===== src/hw/rtl/lpfr_pkg.sv =====
// Package for the length-prefixed frame receiver.
// Holds the parse phase type, result kind codes, head constants and the result record.
// No dependencies.
package lpfr_pkg;

    // Frame head bytes
    localparam logic [7:0] HEAD_FIRST  = 8'h0d;
    localparam logic [7:0] HEAD_SECOND = 8'h0a;

    // Configuration register word index
    localparam logic REG_LEN_ORDER = 1'b0;

    // Position within a frame
    typedef enum logic [2:0] {
        PH_HEAD0 = 3'd0,
        PH_HEAD1 = 3'd1,
        PH_ADDR  = 3'd2,
        PH_CMD   = 3'd3,
        PH_LEN0  = 3'd4,
        PH_LEN1  = 3'd5,
        PH_DATA  = 3'd6,
        PH_SUM   = 3'd7
    } lpfr_phase_t;

    // Result kind codes
    typedef enum logic [1:0] {
        KIND_PAYLOAD  = 2'd0,
        KIND_SUM_GOOD = 2'd1,
        KIND_SUM_BAD  = 2'd2
    } lpfr_kind_t;

    // One result record
    typedef struct packed {
        logic        head_mismatch;
        logic [15:0] data_length;
        logic [7:0]  frame_command;
        logic [7:0]  slave_address;
        logic [7:0]  payload_byte;
        lpfr_kind_t  kind;
    } lpfr_result_t;

endpackage


===== src/hw/rtl/lpfr_parser.sv =====
// Frame parser: phase sequencer, header holds, byte countdown and running checksum.
// Produces at most one result record per accepted byte. Depends on lpfr_pkg.
module lpfr_parser
    import lpfr_pkg::*;
(
    input  logic         clk,
    input  logic         rst_n,
    input  logic         length_msb_first,
    input  logic         byte_valid,
    input  logic [7:0]   rx_byte,
    output logic         res_valid,
    output lpfr_result_t res
);

    lpfr_phase_t phase_reg,   phase_next;
    logic        head_bad_reg, head_bad_next;
    logic [7:0]  address_reg,  address_next;
    logic [7:0]  command_reg,  command_next;
    logic [15:0] length_reg,   length_next;
    logic [15:0] left_reg,     left_next;
    logic [7:0]  sum_reg,      sum_next;
    logic [7:0]  sum_add;

    assign sum_add = sum_reg + rx_byte;

    // State registers
    always_ff @(posedge clk or negedge rst_n)
    begin
        if (!rst_n)
        begin
            phase_reg    <= PH_HEAD0;
            head_bad_reg <= 1'b0;
            address_reg  <= 8'd0;
            command_reg  <= 8'd0;
            length_reg   <= 16'd0;
            left_reg     <= 16'd0;
            sum_reg      <= 8'd0;
        end
        else if (byte_valid)
        begin
            phase_reg    <= phase_next;
            head_bad_reg <= head_bad_next;
            address_reg  <= address_next;
            command_reg  <= command_next;
            length_reg   <= length_next;
            left_reg     <= left_next;
            sum_reg      <= sum_next;
        end
    end

    // Next state and result for the byte at the input
    always_comb
    begin
        phase_next    = phase_reg;
        head_bad_next = head_bad_reg;
        address_next  = address_reg;
        command_next  = command_reg;
        length_next   = length_reg;
        left_next     = left_reg;
        sum_next      = sum_reg;
        res_valid     = 1'b0;
        res.kind          = KIND_PAYLOAD;
        res.payload_byte  = 8'd0;
        res.slave_address = address_reg;
        res.frame_command = command_reg;
        res.data_length   = length_reg;
        res.head_mismatch = head_bad_reg;

        case (phase_reg)
            PH_HEAD0:
            begin
                head_bad_next = (rx_byte != HEAD_FIRST);
                phase_next    = PH_HEAD1;
            end
            PH_HEAD1:
            begin
                if (rx_byte != HEAD_SECOND)
                    head_bad_next = 1'b1;
                phase_next = PH_ADDR;
            end
            PH_ADDR:
            begin
                address_next = rx_byte;
                sum_next     = rx_byte;
                phase_next   = PH_CMD;
            end
            PH_CMD:
            begin
                command_next = rx_byte;
                sum_next     = sum_add;
                phase_next   = PH_LEN0;
            end
            PH_LEN0:
            begin
                if (length_msb_first)
                    length_next = {rx_byte, 8'd0};
                else
                    length_next = {8'd0, rx_byte};
                sum_next   = sum_add;
                phase_next = PH_LEN1;
            end
            PH_LEN1:
            begin
                if (length_msb_first)
                    length_next = {length_reg[15:8], rx_byte};
                else
                    length_next = {rx_byte, length_reg[7:0]};
                left_next  = length_next;
                sum_next   = sum_add;
                phase_next = (length_next == 16'd0) ? PH_SUM : PH_DATA;
            end
            PH_DATA:
            begin
                sum_next         = sum_add;
                res_valid        = byte_valid;
                res.payload_byte = rx_byte;
                left_next        = left_reg - 16'd1;
                if (left_reg == 16'd1)
                    phase_next = PH_SUM;
            end
            PH_SUM:
            begin
                res_valid  = byte_valid;
                res.kind   = (sum_reg == rx_byte) ? KIND_SUM_GOOD : KIND_SUM_BAD;
                phase_next = PH_HEAD0;
            end
            default:
            begin
                phase_next = PH_HEAD0;
            end
        endcase
    end

endmodule


===== src/hw/rtl/lpfr_out_buf.sv =====
// Result register with a skid entry, so input can be taken while a result waits.
// Depends on lpfr_pkg.
module lpfr_out_buf
    import lpfr_pkg::*;
(
    input  logic         clk,
    input  logic         rst_n,
    input  logic         push,
    input  lpfr_result_t push_data,
    output logic         push_ready,
    output logic         out_valid,
    input  logic         out_ready,
    output lpfr_result_t out_data
);

    logic         out_valid_reg;
    logic         skid_valid_reg;
    lpfr_result_t out_data_reg;
    lpfr_result_t skid_data_reg;
    logic         take;

    assign take       = out_valid_reg && out_ready;
    assign push_ready = !skid_valid_reg;
    assign out_valid  = out_valid_reg;
    assign out_data   = out_data_reg;

    // Occupancy flags
    always_ff @(posedge clk or negedge rst_n)
    begin
        if (!rst_n)
        begin
            out_valid_reg  <= 1'b0;
            skid_valid_reg <= 1'b0;
        end
        else if (take)
        begin
            if (skid_valid_reg)
                skid_valid_reg <= 1'b0;
            else
                out_valid_reg <= push;
        end
        else if (push)
        begin
            if (out_valid_reg)
                skid_valid_reg <= 1'b1;
            else
                out_valid_reg <= 1'b1;
        end
    end

    // Payload registers
    always_ff @(posedge clk)
    begin
        if (take)
        begin
            if (skid_valid_reg)
                out_data_reg <= skid_data_reg;
            else if (push)
                out_data_reg <= push_data;
        end
        else if (push)
        begin
            if (out_valid_reg)
                skid_data_reg <= push_data;
            else
                out_data_reg <= push_data;
        end
    end

endmodule


===== src/hw/rtl/length_prefixed_frame_receiver_top.sv =====
// Length-prefixed frame receiver: takes one byte per cycle, parses head, address, command,
// 16-bit length, data and an 8-bit sum checksum. Uses one result register with a skid
// entry, so a byte is taken every cycle while the output side keeps up. Bytes go straight
// into the parser state; a result is registered in the result register or the skid entry.
// Data bytes come out as kind 0; the checksum byte gives a frame-end record (kind 1 good,
// kind 2 bad) with address, command, length and the head-mismatch flag. Header bytes give
// no output. Register 0 (byte address 0), bit 0: length byte order, 1 = high byte first.
// Depends on lpfr_pkg, lpfr_parser and lpfr_out_buf.
module length_prefixed_frame_receiver_top
    import lpfr_pkg::*;
(
    input  logic        clk,
    input  logic        rst_n,
    // APB configuration port
    input  logic        psel,
    input  logic        penable,
    input  logic        pwrite,
    input  logic [2:0]  paddr,
    input  logic [31:0] pwdata,
    output logic [31:0] prdata,
    output logic        pready,
    // Byte input
    input  logic        s_tvalid,
    output logic        s_tready,
    input  logic [7:0]  s_tdata,   // [7:0] rx_byte
    // Result output
    output logic        m_tvalid,
    input  logic        m_tready,
    output logic [47:0] m_tdata,   // [7:0] payload_byte, [15:8] slave_address,
                                   // [23:16] frame_command, [39:24] data_length,
                                   // [40] head_mismatch, [47:41] zero
    output logic [1:0]  m_tuser    // [1:0] kind
);

    logic         length_msb_first_reg;
    logic         byte_accept;
    logic         res_valid;
    lpfr_result_t res;
    lpfr_result_t out_res;

    // Configuration register
    assign pready = 1'b1;

    always_ff @(posedge clk or negedge rst_n)
    begin
        if (!rst_n)
            length_msb_first_reg <= 1'b0;
        else if (psel && penable && pwrite && (paddr[2] == REG_LEN_ORDER))
            length_msb_first_reg <= pwdata[0];
    end

    assign prdata = (paddr[2] == REG_LEN_ORDER) ? {31'd0, length_msb_first_reg} : 32'd0;

    assign byte_accept = s_tvalid && s_tready;

    // Parser
    lpfr_parser u_parser (
        .clk              (clk),
        .rst_n            (rst_n),
        .length_msb_first (length_msb_first_reg),
        .byte_valid       (byte_accept),
        .rx_byte          (s_tdata),
        .res_valid        (res_valid),
        .res              (res)
    );

    // Output stage
    lpfr_out_buf u_out_buf (
        .clk        (clk),
        .rst_n      (rst_n),
        .push       (res_valid),
        .push_data  (res),
        .push_ready (s_tready),
        .out_valid  (m_tvalid),
        .out_ready  (m_tready),
        .out_data   (out_res)
    );

    assign m_tdata = {7'd0, out_res.head_mismatch, out_res.data_length,
                      out_res.frame_command, out_res.slave_address, out_res.payload_byte};
    assign m_tuser = out_res.kind;

endmodule

===== config.mk =====
export PLATFORM = sky130hd
export DESIGN_NAME = length_prefixed_frame_receiver_top
export DESIGN_NICKNAME = d
export VERILOG_FILES = /design/src/hw/rtl/lpfr_pkg.sv /design/src/hw/rtl/lpfr_parser.sv /design/src/hw/rtl/lpfr_out_buf.sv /design/src/hw/rtl/length_prefixed_frame_receiver_top.sv
export SDC_FILE = /design/constraint.sdc
export NUM_CORES = 1
export LEC_CHECK = 0
export ABC_AREA = 0
export ABC_CLOCK_PERIOD_IN_PS = 3900
export BUFFER_PORTS_ARGS = -buffer_cell sky130_fd_sc_hd__buf_2
export CAP_MARGIN = 15
export CORE_MARGIN = 2
export CORE_UTILIZATION = 25
export CTS_BUF_LIST = sky130_fd_sc_hd__clkbuf_8
export DETAILED_ROUTE_END_ITERATION = 6
export GPL_TIMING_DRIVEN = 0
export SLEW_MARGIN = 20
export SYNTH_ARGS = -nofsm -noshare
export SYNTH_HDL_FRONTEND = slang
export SYNTH_HIERARCHICAL = 1
export SYNTH_SLANG_ARGS = --single-unit

===== constraint.sdc =====
create_clock -name clk -period 3.9 [get_ports clk]
set_clock_uncertainty 0.05 [all_clocks]
set_input_delay 0.195 -clock clk [delete_from_list [all_inputs] [get_ports clk]]
set_output_delay 0.195 -clock clk [all_outputs]
set_load 0.01 [all_outputs]

-- Yosys cells after proc, flatten, opt, wreduce, memory -nomap -nowiden
Cells that the tools add are included.
- add/sub/neg operators: 2
- equality and inequality tests: 15
- mux-type cells: 27
- bitwise operators: 2
- reduce and logical (&&, ||, !) cells: 28
- operator list (kind ; number):
    $mux 43 ; 5
    $pmux 16 s2 ; 2
    $mux 16 ; 3
    $pmux 3 s8 ; 1
    $eq 16x1->1 const B ; 1
    $logic_not 16->1 ; 1
    $ne 8x4->1 const B ; 2
    $pmux 8 s2 ; 1
    $reduce_and 2->1 ; 8
    $sub 16x1->16 const B ; 1
    $reduce_bool 2->1 ; 7
    $eq 3x3->1 const B ; 4
    $mux 1 ; 10
    $reduce_and 3->1 ; 3
    $add 8x8->8 ; 1
    $eq 8x8->1 ; 1
    $mux 8 ; 1
    $eq 3x2->1 const B ; 2
    $logic_and 1x1->1 ; 5
    $mux 2 ; 2
    $ne 2x1->1 const B ; 2
    $ne 2x2->1 const B ; 2
    $reduce_or 4->1 ; 1
    $eq 3x1->1 const B ; 1
    other kinds (6) ; 7
- register bits: 149
- bits of input ports: 50
- output and inout bits: 85
- word-level logic and storage cells: 96

-- Depth between registers and ports, before layout
- word-level depth: 6
- depth in mapped cells: 10
- mapped depth without buffers: 8

-- Modules after synthesis
Netlist, hierarchy kept.
- by module, submodules not included (module ; instances ; cells an instance ; area each (um^2) ; seq. area each (um^2)):
    lpfr_parser ; 1 ; 429 ; 3880.0 ; 1501.4
    lpfr_out_buf ; 1 ; 146 ; 3382.0 ; 2632.5
    length_prefixed_frame_receiver_top ; 1 ; 46 ; 360.3 ; 25.0

-- Least setup slack after synthesis
Ideal clock, no wire load.
- path type: register to register
- start: reg u_parser.phase_reg[0]
- end: reg u_out_buf.out_data_reg, in the netlist u_out_buf/out_data[0], enable pin
- setup time: 0.458 ns
- data arrival time: 3.352 ns
- data required time: 3.392 ns
- path slack: 0.040 ns
- cell stages (with the launch flop): 9
- buffers on the path: 2
- clock period less this slack: 3.860 ns
- cell sequence: dfrtp_1 inv_1 ha_1 buf_6 buf_1 nor2_1 nor2_1 a21oi_1 a21oi_1
- word-level cells in the longest chain between the ends: 5
- elaborated cells on any way between the ends: 7
- those cells by class: eq/ne: 2; mux: 1; reduce/logical: 4
- RTL lines (what ; line ; source):
    start: declaration ; lpfr_parser.sv:15 ; lpfr_phase_t phase_reg, phase_next;
    start signal: assignment ; lpfr_parser.sv:41 ; phase_reg <= phase_next;
    $eq 3x3->1 ; lpfr_parser.sv:69 ; case (phase_reg)
    $reduce_or 2->1 (no line) * ; n/a ;
    $mux 1 * ; lpfr_parser.sv:69 ;
    via res_valid ; length_prefixed_frame_receiver_top.sv:37 ; logic res_valid;
    $reduce_bool 2->1 (no line) ; n/a ;
    $reduce_and 3->1 (no line) * ; n/a ;
    end signal: assignment ; lpfr_out_buf.sv:57 ; out_data_reg <= skid_data_reg;
    end signal: assignment ; lpfr_out_buf.sv:59 ; out_data_reg <= push_data;
    end signal: assignment ; lpfr_out_buf.sv:66 ; out_data_reg <= push_data;
    end: declaration ; lpfr_out_buf.sv:18 ; lpfr_result_t out_data_reg;
Mark *: on every way through the listed nets, which the timed path passes. The rest lies on a longest branch.
A chain may end at the register's enable or synchronous reset.

-- Worst setup path in the final report
- start: reg u_parser.phase_reg[0]
- end: reg u_out_buf.out_data_reg, in the netlist u_out_buf/out_data[13], enable pin
The elaborated chain is that of the path after synthesis.

==> results.cfg <==
[timing]
maxSlewViolCount = 0
fmax_mhz = 349
setup-violations-final = 0
finalHoldViolations = 0
fin_ws_ns = 1.03
rsz0062_at_grt = no
fin_crit_sh_pct = 73.5
min_period_ns = 2.87
tightest_slew_ns = 0.760
relSlewSlack_pct = 48.9
holdWs_ns = 0.0629

[placement]
place_hpwl_um = 12700
placed_area_um2 = 8640
pre_cts_ws_ns = 1.05
dp.cells = 1112
gp_congestion = 0.882
io_buffers = 61

[logic_synthesis]
ys.flop_type = edfxtp_1
yosys_register_bits = 149
synth_cell_types = 59
ys_seq_area_share_pct = 54.6
avgSynthCellArea_um2 = 12.3
syn_area_um2 = 7620
synth-async-reset-ratio_pct = 42.3
synthCells = 621
synth_edf_count = 86
synth-warning-count = 6

[grt]
grt_pass1_vias = 4930
grt.met2_usage_pct = 18.2
grt-ovfl-total = 0
grtUsageMet1_pct = 14.6
grt.busiest_layer = met2
grtUsageMet3_pct = 2.88
grt_pass1_wl_um = 27600
antenna_found_initial = 1
grt_max_degree = 36
grt_usage_pct = 11.3

[drt]
first_pass_iters = 7
drt-wirelength-per-cell_um = 15.5
drc_errors = 2
vias = 5222
drt_wl_total_um = 17700
antenna_left = 0
via_per_inst = 4.55
drtIter0Drc = 428

[pwr]
power_frac_seq_pct = 43.4
cellPowerDensity_nw_per_um2 = 657
clkPwrFrac_pct = 19.3
vdd_drop_max_v = 0.000196
p_switching_mw = 2.13
swShare_pct = 35.9
cellLeakagePower_nw = 3.76
p_int_mw = 3.81
power_frac_comb_pct = 37.3

[clock_tree]
cts_made_buffers = 17
hold_buffers = 3
clock-root-buffer = clkbuf_8
cts.sink_count = 149
post_cts_buffers = 0
clkTransAtPathRegs_ns = 0.08
cts_buffer_depth = 2
post_cts_resized = 0
ctsHtreeMaxLevel = 4
clock_latency_ns = 0.45
cts_tree = built

[cells_and_area]
stdcell_area_um2 = 9040
antenna_cells = 0
drive_gt1_share_pct = 29.2
area_delta_synth_final_pct = 18.6
nets = 808
fillers = 3059
fin_cells = 1147
post-route-util_pct = 30.3

[floorplan]
start_util_pct = 25.6
dieArea_um2 = 31900
die_w_um = 179
coreArea_um2 = 29800
core.rowCount = 63
die_h_um = 179
ios = 135

[critical_path]
setup.reg_to_reg.worst_slack_ns = 1.03
cp.required_ns = 4.01
arrival_ns = 2.97
crit_fanout = 25
startpoint_type = flop
critPathCaptureType = flop
worstSetupPathType = flop to flop

[worst_hold_path]
hold_path_class = primary input to flop

[run_status]
status = complete, but fails checks
violations = design-rule violations

[run]
drv_cap = 0
## cell usage after synthesis, types with 5 or more instances
cell	count	share of area (%)
ha_1	13	2.1
or3_1	5	0.41
o22ai_1	6	0.49
a31oi_1	7	0.57
mux2_4	40	7.9
clkbuf_1	19	0.94
and3_1	10	0.82
mux2i_1	9	1.2
a32o_1	5	0.66
buf_4	42	4.1
mux2_2	22	3.3
xnor2_1	5	0.57
nor2b_1	6	0.49
nand3_1	9	0.59
nor3_1	16	1.1
o21ai_0	29	1.9
a22o_1	9	1.0
nor4_1	7	0.57
nor2_1	30	1.5
edfxtp_1	86	34
a22oi_1	13	1.3
a211oi_1	6	0.59
dfrtp_1	63	21
inv_1	17	0.84
a21oi_1	22	1.4
buf_2	10	0.66
buf_6	5	0.74
a222oi_1	6	0.79
nand2_1	41	2.0
## logic make-up after synthesis
family / count (synthesis) / share of synthesized area (%)
and+or+nand+nor: 150 / 10.3
AOI/OAI and AO/OA: 132 / 12.1
other: 2 / 0.0985
DFF: 149 / 54.6
xor gates and xnor gates: 5 / 0.574
muxes: 72 / 12.5
adders and majority gates: 14 / 2.40
buffers and inverters: 97 / 7.50
## power by group through the flow
stage / clock [mW] / combinational, mW / sequential, mW
6_report: 1.15 / 2.22 / 2.58
5_1_grt: 1.26 / 2.44 / 2.64
4_1_cts: 1.19 / 2.20 / 2.58
3_5_place_dp: 0 / 2.19 / 2.61
3_3_place_gp: 0 / 2.12 / 2.61
2_1_floorplan: 0 / 1.63 / 2.54
## cells in the final DEF, fill, tap and decap left out, types with 6 or more instances in the layout
cell	netlist	layout
nor4_1	7	7
a22oi_1	13	13
nand2_1	41	41
a222oi_1	6	6
a31oi_1	7	7
nor2_1	30	30
o22ai_1	6	6
o21ai_0	29	29
buf_4	42	43
dfrtp_1	63	63
nand3_1	9	9
mux2_4	40	40
a21oi_1	22	21
edfxtp_1	86	86
and3_1	10	9
nor3_1	16	16
clkbuf_8	0	17
mux2i_1	9	9
buf_2	10	70
clkbuf_1	19	19
conb_1	2	39
mux2_2	22	22
nor2b_1	6	6
inv_1	17	19
ha_1	13	13
a22o_1	9	9
a211oi_1	6	6
## metrics by stage
step	total power, mW	setup TNS (ns)
floorplan	4.16	0
global route	6.34	0
finish	5.94	0
detailed placement	4.80	0
global placement	4.73	-48.65
CTS	5.97	0
## critical path: stages (launching register included)
cell	delay [ns]
dfrtp_1	0.41
inv_1	0.09
ha_1	0.16
buf_6	0.12
buf_1	0.35
nor2_1	0.08
nor2_1	0.33
a21oi_1	0.13
a21oi_4	0.57
buf_16	0.25
## area by class of cell
cell class                 count  area, um^2  share of cell area (%)
sequential                   149        4160                    46.0
timing repair buffer          67         405                    4.48
multi-input combinational    412        3040                    33.7
inverter                      17        63.8                   0.706
clock buffer                  17         234                    2.59
tap                          390         488                    5.40
buffer                        80         508                    5.62
clock inverter                15         141                    1.56
## metal layers
| layer | up-vias | wire, um |
|---|---|---|
| met3 | 24 | 1090 |
| met4 | 2 | 252 |
| li1 | 2504 | - |
| met5 | - | 13 |
| met1 | 2495 | 7930 |
| met2 | 197 | 8450 |
## worst paths after layout
kind                                          from                          end  cells after the start
hold reg to reg            u_parser/command_reg[5]  u_out_buf/skid_data_reg[23]                      0
min in group asynchronous                    rst_n        u_parser/left_reg[10]                      2
setup reg to reg             u_parser/phase_reg[0]       u_out_buf/out_data[13]                      9
hold / removal                             penable         length_msb_first_reg                      3
max in group asynchronous                    rst_n      u_parser/command_reg[3]                      3
setup / recovery             u_parser/phase_reg[0]       u_out_buf/out_data[13]                      9
Power figures use the tool's default switching activity.
